## config.mk

```make
export PLATFORM = sky130hd
export DESIGN_NAME = motor_overcurrent_foldback_guard
export DESIGN_NICKNAME = d
export VERILOG_FILES = /design/src/sv/mofg_pkg.sv /design/src/sv/mofg_core.sv /design/src/sv/motor_overcurrent_foldback_guard.sv
export SDC_FILE = /design/constraint.sdc
export NUM_CORES = 1
export LEC_CHECK = 0
export BUFFER_PORTS_ARGS = -buffer_cell sky130_fd_sc_hd__buf_2
export CAP_MARGIN = 20
export CORE_UTILIZATION = 60
export DETAILED_ROUTE_END_ITERATION = 12
export PLACE_DENSITY = 0.8
export SLEW_MARGIN = 20
export SYNTH_ARGS = -nofsm -noshare
export SYNTH_HDL_FRONTEND = slang
export SYNTH_SLANG_ARGS = --single-unit
```

## constraint.sdc

```tcl
create_clock -name clk -period 4.8 [get_ports clk]
set_clock_uncertainty 0.15 [all_clocks]
set_input_delay 0.48 -clock clk [delete_from_list [all_inputs] [get_ports clk]]
set_output_delay 0.48 -clock clk [all_outputs]
set_load 0.01 [all_outputs]
```

## src/sv/mofg_pkg.sv

```systemverilog
package mofg_pkg;

  localparam logic [7:0] MAX_POWER = 8'd255;
  localparam logic [7:0] COUNT_MAX = 8'd255;

  localparam int unsigned IN_DATA_W  = 32;
  localparam int unsigned OUT_DATA_W = 16;
  localparam int unsigned CFG_IDX_W  = 3;
  localparam int unsigned CFG_DATA_W = 10;

  typedef enum logic [CFG_IDX_W-1:0] {
    REG_LEFT_LIMIT        = 3'd0,
    REG_RIGHT_LIMIT       = 3'd1,
    REG_MIN_POWER         = 3'd2,
    REG_FOLDBACK_STEP     = 3'd3,
    REG_RECOVERY_STEP     = 3'd4,
    REG_TRIP_SAMPLES      = 3'd5,
    REG_EMERGENCY_SAMPLES = 3'd6,
    REG_RECOVERY_SAMPLES  = 3'd7
  } reg_idx_t;

  typedef enum logic [1:0] {
    EV_NONE     = 2'd0,
    EV_FOLDBACK = 2'd1,
    EV_TRIP     = 2'd2
  } event_t;

  typedef enum logic {
    OP_EVALUATE = 1'b0,
    OP_CLEAR    = 1'b1
  } op_t;

  typedef struct packed {
    logic [9:0] left_limit;
    logic [9:0] right_limit;
    logic [7:0] min_power;
    logic [7:0] foldback_step;
    logic [7:0] recovery_step;
    logic [7:0] trip_samples;
    logic [7:0] emergency_samples;
    logic [7:0] recovery_samples;
  } cfg_t;

  typedef struct packed {
    logic [7:0] over_count;
    logic [7:0] safe_count;
    logic [7:0] power_limit;
    logic       fault_latch;
  } state_t;

  typedef struct packed {
    logic       was_restricted;
    logic       stop_motor;
    logic       fault_active;
    logic [7:0] power_limit_now;
    event_t     event_code;
  } result_t;

endpackage

```

## src/sv/mofg_core.sv

```systemverilog
module mofg_core (
  input  mofg_pkg::cfg_t    cfg,
  input  mofg_pkg::state_t  state,
  input  mofg_pkg::op_t     operation,
  input  logic [9:0]        left_raw,
  input  logic [9:0]        right_raw,
  input  logic signed [8:0] applied_drive,
  output mofg_pkg::state_t  state_nxt,
  output mofg_pkg::result_t result
);
  import mofg_pkg::*;

  logic       over;
  logic       drive_off;
  logic [7:0] over_inc;
  logic [7:0] safe_inc;
  logic [8:0] floor_sum;
  logic [8:0] up_sum;

  assign over      = (left_raw >= cfg.left_limit) || (right_raw >= cfg.right_limit);
  assign drive_off = (applied_drive == 9'sd0);
  assign over_inc  = (state.over_count < COUNT_MAX) ? state.over_count + 8'd1
                                                    : state.over_count;
  assign safe_inc  = (state.safe_count < COUNT_MAX) ? state.safe_count + 8'd1
                                                    : state.safe_count;
  assign floor_sum = {1'b0, cfg.min_power} + {1'b0, cfg.foldback_step};
  assign up_sum    = {1'b0, state.power_limit} + {1'b0, cfg.recovery_step};

  always_comb begin
    state_nxt             = state;
    result.event_code     = EV_NONE;
    result.stop_motor     = 1'b0;
    result.was_restricted = 1'b0;
    if (operation == OP_CLEAR) begin
      result.was_restricted = state.fault_latch || (state.power_limit < MAX_POWER);
      state_nxt.over_count  = 8'd0;
      state_nxt.safe_count  = 8'd0;
      state_nxt.fault_latch = 1'b0;
      state_nxt.power_limit = MAX_POWER;
    end else if (!state.fault_latch) begin
      if (drive_off || !over) begin
        state_nxt.over_count = 8'd0;
        if (state.power_limit >= MAX_POWER) begin
          state_nxt.safe_count = 8'd0;
        end else if (safe_inc < cfg.recovery_samples) begin
          state_nxt.safe_count = safe_inc;
        end else begin
          state_nxt.safe_count  = 8'd0;
          state_nxt.power_limit = (up_sum > {1'b0, MAX_POWER}) ? MAX_POWER : up_sum[7:0];
        end
      end else begin
        state_nxt.safe_count = 8'd0;
        state_nxt.over_count = over_inc;
        if (state.power_limit > cfg.min_power) begin
          if (over_inc >= cfg.trip_samples) begin
            state_nxt.over_count  = 8'd0;
            state_nxt.power_limit = ({1'b0, state.power_limit} >= floor_sum)
                                    ? state.power_limit - cfg.foldback_step
                                    : cfg.min_power;
            result.event_code     = EV_FOLDBACK;
          end
        end else if (over_inc >= cfg.emergency_samples) begin
          state_nxt.fault_latch = 1'b1;
          result.stop_motor     = 1'b1;
          result.event_code     = EV_TRIP;
        end
      end
    end
    result.power_limit_now = state_nxt.power_limit;
    result.fault_active    = state_nxt.fault_latch;
  end

endmodule

```

## src/sv/motor_overcurrent_foldback_guard.sv

```systemverilog
// Overcurrent foldback guard for a motor drive.
// The input stream carries one request per current-sense sample: tuser holds
// the operation (evaluate or clear) and tdata the left and right raw readings
// and the signed drive now applied. Each request yields exactly one result on
// the output stream: event code, current power limit, fault latch, stop flag
// and, for a clear, whether the guard had been restricting the motor.
// A request is evaluated in the cycle it is accepted, and its result is registered
// in the output register, or in the skid register while the output is stalled.
// One request can be accepted every cycle while the skid register is empty. The
// counters and the power limit are updated in the same cycle as acceptance.
// When the receiver stalls, the result waits in the output register and one
// more result is caught in a skid register; in_tready drops only while that
// skid register is full.
// The configuration port writes one register per cycle and should be used
// only while no request is in flight.
// Synchronous reset restores the configuration registers to their defaults,
// sets the power limit to its maximum, clears counters and the fault latch,
// and empties the output stage.
module motor_overcurrent_foldback_guard (
  input  logic                                clk,
  input  logic                                rst_n,
  input  logic                                in_tvalid,
  output logic                                in_tready,
  // tdata: left_raw[9:0], right_raw[19:10], applied_drive[28:20], zero pad
  input  logic [mofg_pkg::IN_DATA_W-1:0]      in_tdata,
  // tuser: operation
  input  logic                                in_tuser,
  output logic                                out_tvalid,
  input  logic                                out_tready,
  // tdata: event_code[1:0], power_limit_now[9:2], fault_active[10],
  // stop_motor[11], was_restricted[12], zero pad
  output logic [mofg_pkg::OUT_DATA_W-1:0]     out_tdata,
  input  logic                                cfg_we,
  input  logic [mofg_pkg::CFG_IDX_W-1:0]      cfg_index,
  input  logic [mofg_pkg::CFG_DATA_W-1:0]     cfg_data
);
  import mofg_pkg::*;

  cfg_t    cfg_r;
  state_t  state_r;
  state_t  state_nxt;
  result_t result;
  result_t out_r;
  result_t skid_r;
  logic    out_vld_r;
  logic    skid_vld_r;
  logic    accept;
  logic    take;

  assign in_tready = !skid_vld_r;
  assign accept    = in_tvalid && in_tready;
  assign take      = out_vld_r && out_tready;

  mofg_core u_core (
    .cfg           (cfg_r),
    .state         (state_r),
    .operation     (op_t'(in_tuser)),
    .left_raw      (in_tdata[9:0]),
    .right_raw     (in_tdata[19:10]),
    .applied_drive (in_tdata[28:20]),
    .state_nxt     (state_nxt),
    .result        (result)
  );

  always_ff @(posedge clk) begin
    if (!rst_n) begin
      cfg_r.left_limit        <= 10'd1023;
      cfg_r.right_limit       <= 10'd1023;
      cfg_r.min_power         <= 8'd64;
      cfg_r.foldback_step     <= 8'd32;
      cfg_r.recovery_step     <= 8'd8;
      cfg_r.trip_samples      <= 8'd3;
      cfg_r.emergency_samples <= 8'd3;
      cfg_r.recovery_samples  <= 8'd50;
    end else if (cfg_we) begin
      unique case (reg_idx_t'(cfg_index))
        REG_LEFT_LIMIT:        cfg_r.left_limit        <= cfg_data;
        REG_RIGHT_LIMIT:       cfg_r.right_limit       <= cfg_data;
        REG_MIN_POWER:         cfg_r.min_power         <= cfg_data[7:0];
        REG_FOLDBACK_STEP:     cfg_r.foldback_step     <= cfg_data[7:0];
        REG_RECOVERY_STEP:     cfg_r.recovery_step     <= cfg_data[7:0];
        REG_TRIP_SAMPLES:      cfg_r.trip_samples      <= cfg_data[7:0];
        REG_EMERGENCY_SAMPLES: cfg_r.emergency_samples <= cfg_data[7:0];
        REG_RECOVERY_SAMPLES:  cfg_r.recovery_samples  <= cfg_data[7:0];
        default: ;
      endcase
    end
  end

  always_ff @(posedge clk) begin
    if (!rst_n) begin
      state_r.over_count  <= 8'd0;
      state_r.safe_count  <= 8'd0;
      state_r.power_limit <= MAX_POWER;
      state_r.fault_latch <= 1'b0;
    end else if (accept) begin
      state_r <= state_nxt;
    end
  end

  always_ff @(posedge clk) begin
    if (!rst_n) begin
      out_vld_r  <= 1'b0;
      skid_vld_r <= 1'b0;
    end else if (skid_vld_r) begin
      if (take) begin
        out_r      <= skid_r;
        skid_vld_r <= 1'b0;
      end
    end else if (accept) begin
      if (!out_vld_r || take) begin
        out_r     <= result;
        out_vld_r <= 1'b1;
      end else begin
        skid_r     <= result;
        skid_vld_r <= 1'b1;
      end
    end else if (take) begin
      out_vld_r <= 1'b0;
    end
  end

  assign out_tvalid = out_vld_r;
  assign out_tdata  = {3'b000, out_r.was_restricted, out_r.stop_motor, out_r.fault_active,
                       out_r.power_limit_now, out_r.event_code};

endmodule

```

==> qor.csv, run 1 <==
metric,value,unit
status,"finished, final reports clean",
Final HPWL DP,13000,um
"Avg Cell Area, Syn",8.34,um2
Post-synth EDFFs,24,
kind of end point of the critical path,flip-flop,
Final Hold Vio Count,0,
Crit path largest cell delay,640,ps
"Cell Chain, Critical Path",ha_1 > nand2_1 > nor2_1 > nand3_1 > nand2b_1 > nor2_1 > xor2_1 > ha_1 > nand4_1 > o31a_1 > nor2_1 > a211oi_2 > o41ai_1 > nand2_1,
worst path buffer plus inverter count,0,
initial antenna violation count,0,
Synth Instances,899,
area of the multi-input gates,4450,um2
clock sink count,119,
Async SR Flop Fraction,0,%
Die X,114,um
global route overflow,0,
CTS Buf Count,17,
VDD IR-drop max,245,uV
Relative slew margins,43.1,%
Post-CTS Setup Bufs,0,
Commonest cells post-synth,"nand2_1, dfxtp_1, a21oi_1",
PostCTS Resize Cnt,0,
most frequent cell after synthesis,nand2_1,
endpoints failing setup,0,
netlist area before placement,7500,um2
startpoint types,flip-flop,
die footprint,12900,um2
clk_lat worst skew,430,ps
nets@finish,1089,
Vias,6797,
Setup CP Type,flip-flop to flip-flop,
fill cell count,983,
Worst EP arrival,4480,ps
Yosys top cell area share,25.4,%
ranking of synthesized cells by area,"dfxtp_1, ha_1, edfxtp_1",
Flop pwr share,38.5,%
"CTS clk-pin slew, worst paths",60,ps
IO buf count,62,
switching share of power,23.8,%
final core occ,70.9,%
setup TNS,0,ps
Worst path most repeated cell,nor2_1,
CTS max path bufs,2,
vias in the first global route,6392,
type of the most critical hold path,input port to flip-flop,
DRT Wirelength,18700,um
Max Cap Viol,0,
CTS tree,built,
vias per cell,6.00,
synth warn,0,
Boundary Pins,69,
Tightest Pin Transition,847,ps
fraction of layout cells with a size suffix above 1,12.6,%
Hold Buf Count CTS,0,
Initial Utilization,61.9,%
Tcrit/Tclk final,93.3,%
P_sw,0.658,mW
routed len/inst,16.5,um
drc violations,0,
DIE HEIGHT,114,um
total power,2.76,mW
final slew viol count,0,
Std-Cell Rows,40,
Main synth FF type,dfxtp_1,
1st-iter DRT viols,434,
combinational group share of total power,9.7,%
Layout area overhead,14.6,%
register area,2620,um2
DRT Pass-1 Iters,6,
Int Pwr,2.10,mW
largest net degree at the start of global routing,61,
first-pass GRT wire length,30800,um
f_max,223,MHz
H-tree depth,4,
required time of the critical path,4800,ps
Root Driver,clkbuf_16,
RSZ-0062 raised after global routing,no,
non-filler instance count after layout,1132,
clock period minus worst slack,4480,ps
power share of the clock group,51.8,%
RePlAce Congestion,0.963,
Leak,3.61,nW
"antenna viol nets, final",0,
Seq cells post-synth,119,
GRT Util Overall,30.5,%
sequential-to-total area share from yosys stat,35.0,%
Synth area leader,dfxtp_1,
count of cell types in the netlist,73,
Worst path slowest cell,nor2_1,
n_diodes,0,
critical path's top delay family,simple AND/OR/NAND/NOR gates,
Crit Path Max Fanout,8,
Cell Count Post-Placement,1100,
Power Dens Cells,321,nW/um2
core area,12100,um2
-- routing by layer --
| metal | vias up | global-route usage [%] | wire, um |
|---|---|---|---|
| li1 | 3333 | - | - |
| met1 | 3122 | 38.2 | 8100 |
| met2 | 294 | 51.4 | 8750 |
| met3 | 48 | 6.00 | 1320 |
| met4 | 0 | 12.9 | 510 |
| met5 | - | 0 | 0 |
-- registers in the layout, summed over array words and instances (netlist names) --
register,flops
cfg_r,68
skid_vld_r,1
state_r,25
out_tvalid,1
out_tdata,12
skid_r,12
-- path summary, 6_finish.rpt --
kind / start / to / slack, ps / cells after the start
min: out_tready / skid_vld_r / 120 / 2
min reg2reg: cfg_r[10] / cfg_r[10] / 300 / 2
max reg2reg: state_r[17] / skid_r[9] / 320 / 14
max: state_r[17] / skid_r[9] / 320 / 14
-- power groups by stage --
stage | combinational (mW) | clock (mW) | sequential [mW]
3_5_place_dp | 0.259 | 0 | 1.08
6_report | 0.267 | 1.43 | 1.06
3_3_place_gp | 0.255 | 0 | 1.08
4_1_cts | 0.262 | 1.44 | 1.06
2_1_floorplan | 0.188 | 0 | 1.08
5_1_grt | 0.295 | 1.48 | 1.06
-- cell families after synthesis --
kind of cell	count (synthesis)	synth area share, %
adders and majority gates	87	14.8
xor gates and xnor gates	21	2.45
other	1	0.0500
DFF	119	35.0
and+or+nand+nor	295	17.8
buffers and inverters	112	6.06
AOI/OAI and AO/OA	257	22.8
muxes	7	1.00
-- cells in the final DEF, fill, tap and decap left out, types with 10 or more instances in the layout --
master,instances
nand3_1,21
nand2b_1,10
edfxtp_1,24
o211ai_1,30
clkbuf_16,19
nand2_1,149
a22oi_1,11
buf_2,62
nor2b_1,12
inv_1,72
o21a_1,10
dfxtp_1,95
nor3_1,15
xnor2_1,14
o21ai_0,30
ha_1,84
a21oi_1,92
nor2_1,50
-- stage by stage --
step	instance area, um2	worst slack (ps)	hold WS, ps
final	8590	319	123
after global routing	8590	137	126
after CTS	8580	490	121
after detailed placement	7910	545	298
after global placement	7910	648	292
after floorplan	7500	1080	286
-- cell type report --
cell class | instances | share of cell area, %
Timing Repair Buffer | 69 | 4.22
Multi-Input combinational cell | 670 | 51.8
Sequential cell | 119 | 30.5
Inverter | 74 | 3.23
Tap cell | 168 | 2.45
Clock inverter | 10 | 1.88
Clock buffer | 22 | 5.90
Power figures use the tool's default switching activity.
==> run 2: changes to the inputs <==
CORE_UTILIZATION = 62   (was 60)
CTS_BUF_LIST = sky130_fd_sc_hd__clkbuf_4 sky130_fd_sc_hd__clkbuf_8   (was unset)
PLACE_DENSITY = 0.83   (was 0.8)
==> qor.csv, run 2 (synthesis results as in run 1) <==
metric,value,unit
failing checks,DRC,
Die X,112,um
startpoint types,flip-flop,
PostCTS Resize Cnt,0,
CTS max path bufs,2,
Root Driver,clkbuf_8,
GRT met2 Usage,49.8,%
final slew viol count,0,
H-tree depth,4,
RePlAce Congestion,0.867,
Tcrit/Tclk final,88.0,%
"antenna viol nets, final",0,
"most common cell after layout, fill and taps aside",nand2_1,
endpoints failing setup,0,
Worst path slowest cell,nor2_1,
Vias,6734,
GRT Util Overall,30.7,%
n_diodes,0,
number of flip-flops in the largest register,68,
Global Route met1 Usage,37.9,%
Relative slew margins,45.3,%
Std-Cell Rows,39,
fraction of layout cells with a size suffix above 1,12.7,%
f_max,237,MHz
Power Dens Cells,283,nW/um2
critical path's top delay family,simple AND/OR/NAND/NOR gates,
routed len/inst,16.3,um
Hold Buf Count CTS,0,
status,"complete, but fails checks",
DIE HEIGHT,112,um
Leak,3.52,nW
setup TNS,0,ps
IO buf count,62,
"Cell Chain, Critical Path",ha_1 > nand2_1 > nor2_1 > nand3_1 > nand2b_1 > nor2_1 > xor2_1 > ha_1 > nand4_1 > o31a_1 > nor2_1 > a211oi_2 > o41ai_1 > a2bb2oi_1,
die footprint,12500,um2
required time of the critical path,4830,ps
VDD IR-drop max,195,uV
clock period minus worst slack,4230,ps
DRT Pass-1 Iters,10,
DRT Wirelength,18000,um
nets@finish,1089,
Layout area overhead,11.3,%
Post-CTS Setup Bufs,0,
Initial Utilization,64.5,%
Hold Worst Slack,100,ps
most frequent cells in the layout,"nand2_1, dfxtp_1, a21oi_1",
Boundary Pins,69,
busiest grt layer,met2,
Crit path largest cell delay,560,ps
Top reg by flops,cfg_r,
Final HPWL DP,13000,um
Worst path most repeated cell,nor2_1,
Crit Path Max Fanout,8,
CTS tree,built,
worst path buffer plus inverter count,0,
global route overflow,0,
Max Cap Viol,0,
vias in the first global route,6450,
drc violations,6,
Final Hold Vio Count,0,
CTS Buf Count,17,
1st-iter DRT viols,464,
Worst EP arrival,4260,ps
Setup CP Type,flip-flop to flip-flop,
first-pass GRT wire length,30400,um
clock sink count,119,
vias per cell,6.08,
"CTS clk-pin slew, worst paths",70,ps
met3 usage,7.73,%
kind of end point of the critical path,flip-flop,
biggest regs,"cfg_r x68, state_r x25",
core area,11600,um2
type of the most critical hold path,input port to flip-flop,
initial antenna violation count,0,
largest net degree at the start of global routing,39,
clk_lat worst skew,460,ps
RSZ-0062 raised after global routing,no,
Tightest Pin Transition,820,ps
run 2: cell count changes in the layout (fill, tap and decap cells not counted):
cell        change
clkbuf_1        -1
clkbuf_16      -19
clkbuf_4        +4
clkbuf_8       +18
clkinvlp_4      -1
inv_6           -1
run 2: final timing paths:
path,start,to,slack [ps],depth (start not counted)
min reg2reg,cfg_r[12],cfg_r[12],310,2
max reg2reg,state_r[17],out_tdata[9],570,14
max,state_r[17],out_tdata[9],570,14
min,out_tready,skid_vld_r,100,2
run 2: metal layers:
layer  part of all wire (%)  wire, um
met3                    7.7      1390
met2                     46      8280
met5                      0         0
met1                     43      7770
met4                    3.1       551
run 2: layout make-up:
class | instances | area (um2)
clock buffers | 24 | 305
clock inverters | 8 | 145
inverters | 74 | 278
fillers | 897 | 3270
flip-flops and latches | 119 | 2620
multi-input cells | 670 | 4450
well taps | 143 | 179
repair buffers | 69 | 363
run 2: power breakdown:
part           leakage, nW  switching [mW]  internal [mW]
clock                0.227           0.407          0.629
sequential           0.978          0.0176           1.04
combinational         2.31           0.165          0.101
run 2: worst reg2reg max path: stages (launching register included):
cell	delay [ps]
dfxtp_1	400
ha_1	230
nand2_1	90
nor2_1	190
nand3_1	260
nand2b_1	190
nor2_1	60
xor2_1	180
ha_1	330
nand4_1	100
o31a_1	360
nor2_1	560
a211oi_2	200
o41ai_1	530
a2bb2oi_1	120
run 2: stage by stage:
step	power [mW]	cell area, um2	std cells	util (%)	worst slack [ps]
after floorplan	1.26	7500	901	-	1080
after global placement	1.34	7880	1075	67.9	753
after detailed placement	1.34	7880	1075	67.9	695
after CTS	2.37	8330	1107	71.7	642
after global routing	2.44	8340	1107	71.8	351
final	2.36	8340	1107	71.8	574
